<file path="config.mk">
export PLATFORM = sky130hd
export DESIGN_NAME = multichannel_freq_duty_meter
export DESIGN_NICKNAME = d
export VERILOG_FILES = /design/src/rtl/core/fdm_pkg.sv /design/src/rtl/core/fdm_div.sv /design/src/rtl/core/fdm_dp.sv /design/src/rtl/core/fdm_ctrl.sv /design/src/rtl/core/multichannel_freq_duty_meter.sv
export SDC_FILE = /design/constraint.sdc
export NUM_CORES = 2
export LEC_CHECK = 0
export ABC_AREA = 1
export BUFFER_PORTS_ARGS = -buffer_cell sky130_fd_sc_hd__buf_2
export CAP_MARGIN = 20
export CORE_ASPECT_RATIO = 0.75
export CORE_MARGIN = 2
export CORE_UTILIZATION = 50
export CTS_BUF_LIST = sky130_fd_sc_hd__clkbuf_4
export CTS_CLUSTER_SIZE = 16
export DETAILED_ROUTE_END_ITERATION = 10
export PLACE_DENSITY = 0.66
export SYNTH_ARGS = -nofsm -noshare
export SYNTH_HDL_FRONTEND = slang
export SYNTH_SLANG_ARGS = --single-unit
</file>
<file path="constraint.sdc">
create_clock -name i_clk -period 13.01 [get_ports i_clk]
set_clock_uncertainty 0.05 [all_clocks]
set_input_delay 0.6505 -clock i_clk [delete_from_list [all_inputs] [get_ports i_clk]]
set_output_delay 0.6505 -clock i_clk [all_outputs]
set_load 0.02 [all_outputs]
</file>
<file path="src/rtl/core/fdm_pkg.sv">
// Shared types and constants of the multichannel frequency and duty-cycle meter.
package fdm_pkg;

    localparam int PIN_W      = 8;
    localparam int CNT_W      = 16;
    localparam int RATE_W     = 27;
    localparam int CHCNT_W    = 4;
    localparam int FREQ_W     = 29;
    localparam int DUTY_W     = 10;
    localparam int CHAN_W     = 3;
    localparam int PROD_W     = CNT_W + RATE_W;
    localparam int DIV_W      = PROD_W + 4;
    localparam int DNUM_W     = 26;
    localparam int DIV_CNT_W  = $clog2(DIV_W + 1);
    localparam int ADDR_W     = 4;
    localparam int DATA_W     = 32;

    localparam logic [CNT_W-1:0]   WINDOW_RESET = 16'd1000;
    localparam logic [RATE_W-1:0]  RATE_RESET   = 27'd10000;
    localparam logic [CHCNT_W-1:0] CHCNT_RESET  = 4'd8;
    localparam logic [DUTY_W-1:0]  DUTY_MAX     = 10'd1000;
    localparam logic [FREQ_W-1:0]  FREQ_MAX     = '1;
    localparam logic [9:0]         DUTY_SCALE   = 10'd1000;

    localparam logic REQ_TICK    = 1'b0;
    localparam logic REQ_RESTART = 1'b1;

    localparam logic [1:0] REG_WINDOW_TICKS  = 2'd0;
    localparam logic [1:0] REG_TICK_RATE_HZ  = 2'd1;
    localparam logic [1:0] REG_CHANNEL_COUNT = 2'd2;

    typedef struct packed {
        logic              req_type;
        logic [PIN_W-1:0]  pin_levels;
    } t_in_item;

    typedef struct packed {
        logic [CHAN_W-1:0] channel;
        logic [FREQ_W-1:0] freq_deci_hz;
        logic [DUTY_W-1:0] duty_deci_pct;
        logic              last_of_burst;
    } t_out_item;

    typedef struct packed {
        logic [CNT_W-1:0]   window_ticks;
        logic [RATE_W-1:0]  tick_rate_hz;
        logic [CHCNT_W-1:0] channel_count;
    } t_cfg;

    typedef struct packed {
        logic tick;
        logic restart;
        logic ch_first;
        logic prod;
        logic scale;
        logic div_start;
        logic div_sel_d;
        logic cap_f;
        logic out_load;
        logic ch_next;
        logic clear;
    } t_cmd;

    typedef struct packed {
        logic req_restart;
        logic close;
        logic div_idle;
        logic out_free;
        logic last_ch;
    } t_sts;

    typedef enum logic [2:0] {
        S_IDLE,
        S_PROD,
        S_SCALE,
        S_DIVF,
        S_DIVF_W,
        S_DIVD,
        S_DIVD_W,
        S_EMIT
    } t_state;

endpackage

</file>
<file path="src/rtl/core/fdm_div.sv">
// Restoring divider, one quotient bit per cycle.
module fdm_div import fdm_pkg::*; (
    input  logic              i_clk,
    input  logic              i_rst_n,
    input  logic              i_start,
    input  logic [DIV_W-1:0]  i_num,
    input  logic [CNT_W-1:0]  i_den,
    output logic              o_idle,
    output logic [DIV_W-1:0]  o_quot
);

    logic                 r_busy;
    logic [DIV_CNT_W-1:0] r_cnt;
    logic [CNT_W-1:0]     r_rem;
    logic [CNT_W-1:0]     r_den;
    logic [DIV_W-1:0]     r_acc;

    logic [CNT_W:0]       rem_sh;
    logic [CNT_W:0]       rem_sub;
    logic                 ge;

    assign rem_sh  = {r_rem, r_acc[DIV_W-1]};
    assign ge      = rem_sh >= {1'b0, r_den};
    assign rem_sub = rem_sh - {1'b0, r_den};

    always_ff @(posedge i_clk) begin
        if (!i_rst_n) begin
            r_busy <= 1'b0;
            r_cnt  <= '0;
        end else if (i_start) begin
            r_busy <= 1'b1;
            r_cnt  <= DIV_CNT_W'(DIV_W);
        end else if (r_busy) begin
            r_cnt <= r_cnt - 1'b1;
            if (r_cnt == DIV_CNT_W'(1)) begin
                r_busy <= 1'b0;
            end
        end
    end

    always_ff @(posedge i_clk) begin
        if (i_start) begin
            r_acc <= i_num;
            r_rem <= '0;
            r_den <= i_den;
        end else if (r_busy) begin
            r_acc <= {r_acc[DIV_W-2:0], ge};
            r_rem <= ge ? rem_sub[CNT_W-1:0] : rem_sh[CNT_W-1:0];
        end
    end

    assign o_idle = !r_busy;
    assign o_quot = r_acc;

    a_start_idle: assert property (@(posedge i_clk) disable iff (!i_rst_n)
        i_start |-> !r_busy)
        else $error("divider started while busy");

    a_busy_cnt: assert property (@(posedge i_clk) disable iff (!i_rst_n)
        r_busy |-> (r_cnt != '0))
        else $error("divider busy with no steps left");

endmodule

</file>
<file path="src/rtl/core/fdm_dp.sv">
// Datapath: per-channel counters, scaling, shared divider and result register.
module fdm_dp import fdm_pkg::*; #(
    parameter int CHANNELS = 8
) (
    input  logic       i_clk,
    input  logic       i_rst_n,
    input  t_cfg       i_cfg,
    input  t_in_item   i_in_data,
    input  t_cmd       i_cmd,
    output t_sts       o_sts,
    input  logic       i_out_stall,
    output logic       o_out_valid,
    output t_out_item  o_out_data
);

    localparam int NCH = (CHANNELS < PIN_W) ? CHANNELS : PIN_W;
    localparam int CHW = (NCH > 1) ? $clog2(NCH) : 1;

    logic [PIN_W-1:0]  r_prev;
    logic [CNT_W-1:0]  r_ticks;
    logic [CNT_W-1:0]  r_high [NCH];
    logic [CNT_W-1:0]  r_rise [NCH];
    logic [CHW-1:0]    r_ch;
    logic [PROD_W-1:0] r_fprod;
    logic [DNUM_W-1:0] r_dnum;
    logic [DIV_W-1:0]  r_fnum;
    logic [FREQ_W-1:0] r_freq;
    logic              r_out_valid;
    t_out_item         r_out;

    logic [CNT_W-1:0]   n_ticks;
    logic [CNT_W-1:0]   win;
    logic [CNT_W-2:0]   half;
    logic [CHCNT_W-1:0] act;
    logic [DIV_W-1:0]   div_num;
    logic [DIV_W-1:0]   quot;
    logic               div_idle;
    logic [DUTY_W-1:0]  duty;
    logic               out_free;
    logic               last_ch;

    assign n_ticks = r_ticks + 1'b1;
    assign win     = (i_cfg.window_ticks == '0) ? CNT_W'(1) : i_cfg.window_ticks;
    assign half    = r_ticks[CNT_W-1:1];

    always_comb begin
        if (i_cfg.channel_count == '0) begin
            act = CHCNT_W'(1);
        end else if (i_cfg.channel_count > CHCNT_W'(NCH)) begin
            act = CHCNT_W'(NCH);
        end else begin
            act = i_cfg.channel_count;
        end
    end

    assign last_ch  = (CHCNT_W'(r_ch) + 1'b1) == act;
    assign out_free = !r_out_valid || !i_out_stall;

    always_ff @(posedge i_clk) begin
        if (!i_rst_n) begin
            r_prev  <= '0;
            r_ticks <= '0;
        end else if (i_cmd.restart) begin
            r_prev  <= i_in_data.pin_levels;
            r_ticks <= '0;
        end else if (i_cmd.tick) begin
            r_prev  <= i_in_data.pin_levels;
            r_ticks <= n_ticks;
        end else if (i_cmd.clear) begin
            r_ticks <= '0;
        end
    end

    for (genvar g = 0; g < NCH; g++) begin : g_ch
        always_ff @(posedge i_clk) begin
            if (!i_rst_n || i_cmd.restart || i_cmd.clear) begin
                r_high[g] <= '0;
                r_rise[g] <= '0;
            end else if (i_cmd.tick) begin
                if (i_in_data.pin_levels[g]) begin
                    r_high[g] <= r_high[g] + 1'b1;
                end
                if (i_in_data.pin_levels[g] && !r_prev[g]) begin
                    r_rise[g] <= r_rise[g] + 1'b1;
                end
            end
        end
    end

    always_ff @(posedge i_clk) begin
        if (!i_rst_n) begin
            r_ch <= '0;
        end else if (i_cmd.ch_first) begin
            r_ch <= '0;
        end else if (i_cmd.ch_next) begin
            r_ch <= r_ch + 1'b1;
        end
    end

    always_ff @(posedge i_clk) begin
        if (i_cmd.prod) begin
            r_fprod <= PROD_W'(r_rise[r_ch] * i_cfg.tick_rate_hz);
            r_dnum  <= DNUM_W'(r_high[r_ch] * DUTY_SCALE) + DNUM_W'(half);
        end
        if (i_cmd.scale) begin
            r_fnum <= {r_fprod, 3'b000} + {2'b00, r_fprod, 1'b0} + DIV_W'(half);
        end
        if (i_cmd.cap_f) begin
            r_freq <= (|quot[DIV_W-1:FREQ_W]) ? FREQ_MAX : quot[FREQ_W-1:0];
        end
    end

    assign div_num = i_cmd.div_sel_d ? DIV_W'(r_dnum) : r_fnum;

    fdm_div u_div (
        .i_clk   (i_clk),
        .i_rst_n (i_rst_n),
        .i_start (i_cmd.div_start),
        .i_num   (div_num),
        .i_den   (r_ticks),
        .o_idle  (div_idle),
        .o_quot  (quot)
    );

    assign duty = (quot > DIV_W'(DUTY_MAX)) ? DUTY_MAX : quot[DUTY_W-1:0];

    always_ff @(posedge i_clk) begin
        if (!i_rst_n) begin
            r_out_valid <= 1'b0;
        end else if (i_cmd.out_load) begin
            r_out_valid <= 1'b1;
        end else if (!i_out_stall) begin
            r_out_valid <= 1'b0;
        end
    end

    always_ff @(posedge i_clk) begin
        if (i_cmd.out_load) begin
            r_out.channel       <= CHAN_W'(r_ch);
            r_out.freq_deci_hz  <= (i_cfg.tick_rate_hz == '0) ? '0 : r_freq;
            r_out.duty_deci_pct <= (i_cfg.tick_rate_hz == '0) ? '0 : duty;
            r_out.last_of_burst <= last_ch;
        end
    end

    always_comb begin
        o_sts.req_restart = i_in_data.req_type == REQ_RESTART;
        o_sts.close       = n_ticks >= win;
        o_sts.div_idle    = div_idle;
        o_sts.out_free    = out_free;
        o_sts.last_ch     = last_ch;
    end

    assign o_out_valid = r_out_valid;
    assign o_out_data  = r_out;

    a_load_div_idle: assert property (@(posedge i_clk) disable iff (!i_rst_n)
        i_cmd.out_load |-> (div_idle && out_free))
        else $error("result loaded while divider busy or output full");

    a_duty_range: assert property (@(posedge i_clk) disable iff (!i_rst_n)
        r_out_valid |-> (r_out.duty_deci_pct <= DUTY_MAX))
        else $error("duty result out of range");

endmodule

</file>
<file path="src/rtl/core/fdm_ctrl.sv">
// Controller: sequences counting, per-channel scaling, division and result hand-off.
module fdm_ctrl import fdm_pkg::*; (
    input  logic i_clk,
    input  logic i_rst_n,
    input  logic i_in_valid,
    input  t_sts i_sts,
    output t_cmd o_cmd,
    output logic o_in_stall
);

    t_state r_state;
    t_state n_state;

    always_ff @(posedge i_clk) begin
        if (!i_rst_n) begin
            r_state <= S_IDLE;
        end else begin
            r_state <= n_state;
        end
    end

    always_comb begin
        n_state = r_state;
        case (r_state)
            S_IDLE: begin
                if (i_in_valid && !i_sts.req_restart && i_sts.close) begin
                    n_state = S_PROD;
                end
            end
            S_PROD:   n_state = S_SCALE;
            S_SCALE:  n_state = S_DIVF;
            S_DIVF:   n_state = S_DIVF_W;
            S_DIVF_W: begin
                if (i_sts.div_idle) begin
                    n_state = S_DIVD;
                end
            end
            S_DIVD:   n_state = S_DIVD_W;
            S_DIVD_W: begin
                if (i_sts.div_idle) begin
                    n_state = S_EMIT;
                end
            end
            S_EMIT: begin
                if (i_sts.out_free) begin
                    n_state = i_sts.last_ch ? S_IDLE : S_PROD;
                end
            end
            default:  n_state = S_IDLE;
        endcase
    end

    always_comb begin
        o_cmd      = '0;
        o_in_stall = 1'b1;
        case (r_state)
            S_IDLE: begin
                o_in_stall = 1'b0;
                if (i_in_valid) begin
                    o_cmd.restart  = i_sts.req_restart;
                    o_cmd.tick     = !i_sts.req_restart;
                    o_cmd.ch_first = !i_sts.req_restart && i_sts.close;
                end
            end
            S_PROD:   o_cmd.prod = 1'b1;
            S_SCALE:  o_cmd.scale = 1'b1;
            S_DIVF:   o_cmd.div_start = 1'b1;
            S_DIVF_W: o_cmd.cap_f = i_sts.div_idle;
            S_DIVD: begin
                o_cmd.div_start = 1'b1;
                o_cmd.div_sel_d = 1'b1;
            end
            S_DIVD_W: o_cmd.div_sel_d = 1'b1;
            S_EMIT: begin
                if (i_sts.out_free) begin
                    o_cmd.out_load = 1'b1;
                    o_cmd.clear    = i_sts.last_ch;
                    o_cmd.ch_next  = !i_sts.last_ch;
                end
            end
            default:  o_cmd = '0;
        endcase
    end

    a_close_starts: assert property (@(posedge i_clk) disable iff (!i_rst_n)
        (r_state == S_IDLE && i_in_valid && !i_sts.req_restart && i_sts.close)
        |=> (r_state == S_PROD))
        else $error("closing tick did not start the burst");

endmodule

</file>
<file path="src/rtl/core/multichannel_freq_duty_meter.sv">
// Multichannel frequency and duty-cycle meter: configuration registers and core wiring.
// A restart or a tick that does not close the window does not stall; the next is taken at once.
// A window-closing tick holds off input until every active channel is done; the 47-step
// shared divider runs twice per channel (frequency, then duty).
// The next channel is divided while a finished result waits in the output register.
// Synchronous active-low reset: counters, levels and tick count clear; registers take defaults.
module multichannel_freq_duty_meter import fdm_pkg::*; #(
    parameter int CHANNELS = 8
) (
    input  logic              i_clk,
    input  logic              i_rst_n,
    input  logic              i_in_valid,
    output logic              o_in_stall,
    input  t_in_item          i_in_data,
    output logic              o_out_valid,
    input  logic              i_out_stall,
    output t_out_item         o_out_data,
    input  logic              psel,
    input  logic              penable,
    input  logic              pwrite,
    input  logic [ADDR_W-1:0] paddr,
    input  logic [DATA_W-1:0] pwdata,
    output logic [DATA_W-1:0] prdata,
    output logic              pready
);

    logic [CNT_W-1:0]   r_window_ticks;
    logic [RATE_W-1:0]  r_tick_rate_hz;
    logic [CHCNT_W-1:0] r_channel_count;

    t_cfg cfg;
    t_cmd cmd;
    t_sts sts;
    logic wr_en;

    assign pready = 1'b1;
    assign wr_en  = psel && penable && pwrite && pready;

    always_ff @(posedge i_clk) begin
        if (!i_rst_n) begin
            r_window_ticks  <= WINDOW_RESET;
            r_tick_rate_hz  <= RATE_RESET;
            r_channel_count <= CHCNT_RESET;
        end else if (wr_en) begin
            case (paddr[3:2])
                REG_WINDOW_TICKS:  r_window_ticks  <= pwdata[CNT_W-1:0];
                REG_TICK_RATE_HZ:  r_tick_rate_hz  <= pwdata[RATE_W-1:0];
                REG_CHANNEL_COUNT: r_channel_count <= pwdata[CHCNT_W-1:0];
                default: ;
            endcase
        end
    end

    always_comb begin
        case (paddr[3:2])
            REG_WINDOW_TICKS:  prdata = DATA_W'(r_window_ticks);
            REG_TICK_RATE_HZ:  prdata = DATA_W'(r_tick_rate_hz);
            REG_CHANNEL_COUNT: prdata = DATA_W'(r_channel_count);
            default:           prdata = '0;
        endcase
    end

    always_comb begin
        cfg.window_ticks  = r_window_ticks;
        cfg.tick_rate_hz  = r_tick_rate_hz;
        cfg.channel_count = r_channel_count;
    end

    fdm_ctrl u_ctrl (
        .i_clk      (i_clk),
        .i_rst_n    (i_rst_n),
        .i_in_valid (i_in_valid),
        .i_sts      (sts),
        .o_cmd      (cmd),
        .o_in_stall (o_in_stall)
    );

    fdm_dp #(
        .CHANNELS (CHANNELS)
    ) u_dp (
        .i_clk       (i_clk),
        .i_rst_n     (i_rst_n),
        .i_cfg       (cfg),
        .i_in_data   (i_in_data),
        .i_cmd       (cmd),
        .o_sts       (sts),
        .i_out_stall (i_out_stall),
        .o_out_valid (o_out_valid),
        .o_out_data  (o_out_data)
    );

endmodule
</file>
==> results.md <==
Run status:
- The flow ran to the end, and the final reports show no timing, DRC or antenna violations.

Routing:
- The detail-routed net length per standard cell is 17.8 um.
- Once detail routing completed, the nets flagged for antenna violations numbered 0.
- The number of DRC markers after the initial detailed-route iteration is 3507.
- The DRC violation count after routing is 0.
- For this run, the detailed router's first-pass iteration total came to 8.
- The routed via count divided by cell count is ~5.4.
- The overall routed net length is 140 mm.
- For this block, the via count after detailed routing is about 42000.

Critical path:
- In this run the register-to-register setup slack is approximately 3.6 ns.
- The critical path goes through clkinv_2 > o21ai_0 > nand3_1 > nand2_1 > buf_4 > clkinv_1 > nand2_1 > fa_1 > inv_1 > fa_1 > fa_1 > fa_1 > fa_1 > inv_1 > fa_1 > inv_1 > ha_1 > a21oi_1 > a21boi_0 > a21boi_0 > o21ai_0 > nand2_1 > nand3_1 > xor2_1.
- Of all nets on the critical path, the largest fanout is 62.
- The worst setup path is captured at a flop.
- STA classifies the critical path startpoint as a flop.
- The slowest cell on the critical path is sky130_fd_sc_hd__o21ai_0.
- The startpoint-to-endpoint class of the critical path is flop to flop.
- The critical path arrival is about 10 ns.
- The largest single stage delay on the critical path is 0.83 ns.
- In this run the critical register-to-register path is captured at u_dp.r_fprod[41].
- The depth of the worst register-to-register path is 24.
- STA puts the critical path data required time at between 10 and 15 ns.
- Among the stages of the critical path, the cell type that occurs most often is sky130_fd_sc_hd__fa_1.

CTS:
- The clock transition at the registers of the reported paths is 0.07 ns.
- The number of buffers between clock root and the deepest sink is 3.
- The count of hold-fix buffers inserted at cts is 42.
- Clock tree synthesis inserted a total of 162 buffers.
- Clock tree synthesis selected as its root buffer the cell sky130_fd_sc_hd__clkbuf_4.
- TritonCTS built the clock tree.
- The number of setup buffers added after CTS is 0.
- At the later pin of the worst-skew pair, clock insertion delay measures 1.14 ns.
- In this run, post-CTS repair resized a total of 0 instances.
- CTS built an H-tree with a depth of 4.
- The TritonCTS sink count is 611.

Synthesis:
- In this run the cell area of the synthesized design comes to around 52000 um^2.
- Synthesis handed over a netlist of 6189 instances.
- The synthesized netlist contains 55 unique library cells.
- The synthesized area per cell is approximately 8.3 um^2.
- Ranked by instance count, the synthesized netlist is headed by sky130_fd_sc_hd__nand2_1, sky130_fd_sc_hd__inv_1, sky130_fd_sc_hd__nor2_1.
- The count of state elements after synthesis is roughly 610.
- The register area share after synthesis is 0.335.
- The most repeated cell in the gate-level netlist after synthesis is sky130_fd_sc_hd__nand2_1.
- For this run, asynchronously set or reset flops after synthesis account for 0.
- Summed over all instances, the cell type with the most area after synthesis is sky130_fd_sc_hd__edfxtp_1.
- The yosys synthesis warning count is 0.
- By area the synthesized netlist is led by sky130_fd_sc_hd__edfxtp_1, sky130_fd_sc_hd__fa_1, sky130_fd_sc_hd__nand2_1.
- For this run, the leading register cell type out of synthesis is sky130_fd_sc_hd__edfxtp_1.
- In this run, synthesis inferred ~500 flip-flops with an integrated enable.
- The portion of synthesized cell area occupied by the leading cell type is 0.295.

Finish:
- The area growth from synthesis to layout is 8.49%.
- The count of fill cells added during filler insertion is 9783.
- In the final layout, the share of cells above drive strength 1 is 0.0756.
- The final net count is slightly above 7000.

Placement:
- The post-detailed-placement half-perimeter wirelength is approximately 110 mm.
- The number of buffers inserted by port buffering is 116.
- The routability congestion estimate is between 0.9 and 1.
- Prior to clock tree synthesis, the placed netlist has a worst setup slack of roughly 3.9 ns.

Global route:
- The global-route wire length before repair is 222 mm.
- The total global-route track usage is 0.268.
- The via count of the first global-routing pass is ~41000.
- The total overflow reported by the global router is 0.
- The initial antenna violation count is 4.
- The pin count of the biggest net entering global routing is 83.

STA:
- The worst-case headroom to the max-slew limit is 0.284.
- The total negative slack for setup checks is 0 ns.
- The minimum clock period after layout is around 9.4 ns.
- The final hold slack is 0.164 ns.
- For this run, the top clock speed supported by timing is 107 MHz.
- The final count of hold timing violations came to 0.
- The final-report max-slew violation count came to 0.
- Setup repair after global routing left no endpoint under its margin.
- Setup violations remaining at the end of the flow were counted as 0.
- At the pin with the least slew margin, the transition time is approximately 1.1 ns.
- The post-route worst setup slack is approximately 3.6 ns.
- The final worst-path cycle share is 0.722.

Worst hold path:
- The launch instance of the worst min-delay path is penable.
- The worst min-delay path class is input pin to flop.
- The worst hold path was traced through 4 stages.
- For hold timing, the worst endpoint is r_window_ticks[3].

Power:
- The total leakage power is roughly 25 nW.
- The total design power is about 9.5 mW.
- The maximum resistive drop on vdd is between 100 and 150 uV.
- The power density relative to cell area is 170 nW/um^2.

Run:
- The count of maximum capacitance violations is 0.

Die:
- Measured along the y axis, the die boundary spans between 200 and 300 um.
- The x dimension of the die is 375 um.
- The total area inside the core boundary comes to 103000 um^2.
- The effective utilization at floorplan is 0.502.
- The die covers 106000 um^2.
- In this run the count of I/O pins placed on the die edge is 130.
- The initialized floorplan defines ~100 standard-cell rows.
==> cells in the final DEF (no fill, tap or decap), types with 14 or more instances in the layout <==
cell / netlist / routed
sky130_fd_sc_hd__xor2_1: 187 / 187
sky130_fd_sc_hd__nor2_1: 773 / 768
sky130_fd_sc_hd__nor3b_1: 30 / 30
sky130_fd_sc_hd__o22ai_1: 20 / 20
sky130_fd_sc_hd__a21o_1: 25 / 25
sky130_fd_sc_hd__nand3_1: 253 / 253
sky130_fd_sc_hd__nand3b_1: 19 / 19
sky130_fd_sc_hd__inv_1: 1059 / 1057
sky130_fd_sc_hd__nand4_1: 77 / 77
sky130_fd_sc_hd__ha_1: 309 / 309
sky130_fd_sc_hd__a21oi_1: 349 / 348
sky130_fd_sc_hd__fa_1: 417 / 417
sky130_fd_sc_hd__dfxtp_1: 104 / 102
sky130_fd_sc_hd__edfxtp_1: 507 / 507
sky130_fd_sc_hd__clkbuf_4: 0 / 249
sky130_fd_sc_hd__nor4_1: 23 / 23
sky130_fd_sc_hd__buf_4: 15 / 41
sky130_fd_sc_hd__clkinv_1: 23 / 44
sky130_fd_sc_hd__o211ai_1: 20 / 20
sky130_fd_sc_hd__a31oi_1: 49 / 49
sky130_fd_sc_hd__or2_2: 14 / 14
sky130_fd_sc_hd__inv_2: 13 / 14
sky130_fd_sc_hd__xnor2_1: 65 / 65
sky130_fd_sc_hd__o21ai_0: 311 / 303
sky130_fd_sc_hd__buf_2: 50 / 118
sky130_fd_sc_hd__nor3_1: 111 / 111
sky130_fd_sc_hd__nand2_1: 1151 / 1151
sky130_fd_sc_hd__dlygate4sd3_1: 0 / 42
==> flip-flops by register name (all words and copies together) (netlist names), 27 cells and up, named ones only <==
signal and count:
u_dp.r_rise 128, u_dp.o_out_data 43, u_dp.r_fnum 47, u_dp.r_fprod 43
u_dp.u_div.o_quot 47, u_dp.r_high 128, u_dp.r_freq 29, r_tick_rate_hz 27
==> where the power goes <==
part	total, mW	internal (mW)	switching (mW)
Sequential	2.74	2.56	0.183
Combinational	4.98	1.68	3.30
Clock	1.81	0.918	0.887
==> how the worst max path moves through the flow <==
stage | cells past startpoint | from | end | slack, ns
floorplan | 28 | flop | u_dp.r_fprod[41] | 6.60
global placement | 27 | flop | u_dp.r_fprod[41] | 3.96
finish | 24 | flop | u_dp.r_fprod[41] | 3.62
CTS | 26 | flop | u_dp.r_fprod[41] | 3.89
global route | 24 | flop | u_dp.r_fprod[41] | 3.08
detailed placement | 26 | flop | u_dp.r_fprod[41] | 3.86
==> metal layers <==
layer,up-vias,GRT usage,routed length [um]
met5,-,0,9
met4,2,0.0827,3540
met3,214,0.0656,12700
met2,1498,0.393,58100
met1,20000,0.392,65700
li1,20400,-,-
==> area by class of cell <==
cell class / count / area (um^2) / share of cell area
Timing Repair Buffer: 201 / 1320 / 0.0235
Multi-Input combinational cell: 4301 / 29400 / 0.525
Clock inverter: 39 / 272 / 0.00484
Clock buffer: 249 / 1870 / 0.0334
Sequential cell: 611 / 17300 / 0.309
Inverter: 1095 / 4110 / 0.0734
Antenna cell: 9 / 22.5 / 0.000402
Tap cell: 1352 / 1690 / 0.0302
==> through the flow <==
step | instance area (um^2) | cells | util
CTS | 56000 | 7845 | 0.544
detailed placement | 53400 | 7515 | 0.520
finish | 56000 | 7857 | 0.545
global route | 56000 | 7854 | 0.545
global placement | 53400 | 7515 | 0.520
floorplan | 51700 | 6193 | -
==> critical path, delay by kind of cell, from the launching register on <==
kind / cells / cell delay (ns)
adder cells (fa/ha/maj): 7 / 3.47
AND/OR/NAND/NOR: 5 / 0.80
flip-flops: 1 / 0.75
buffers and inverters: 6 / 2.00
XOR/XNOR: 1 / 0.18
AO/OA/AOI/OAI: 5 / 1.82
==> cell families (layout without fill, tap and decap cells) <==
logic type      after synthesis  after routing  share of synthesized area
simple gates               2484           2484                      0.202
buf+inv                    1281           1584                     0.0959
compound gates              833            833                     0.0879
fa+ha+maj                   726            726                      0.236
flops                       611            611                      0.335
xor+xnor                    252            252                     0.0427
other cells                   2             15                   0.000145
No activity file was read; power rests on OpenSTA's default activity.
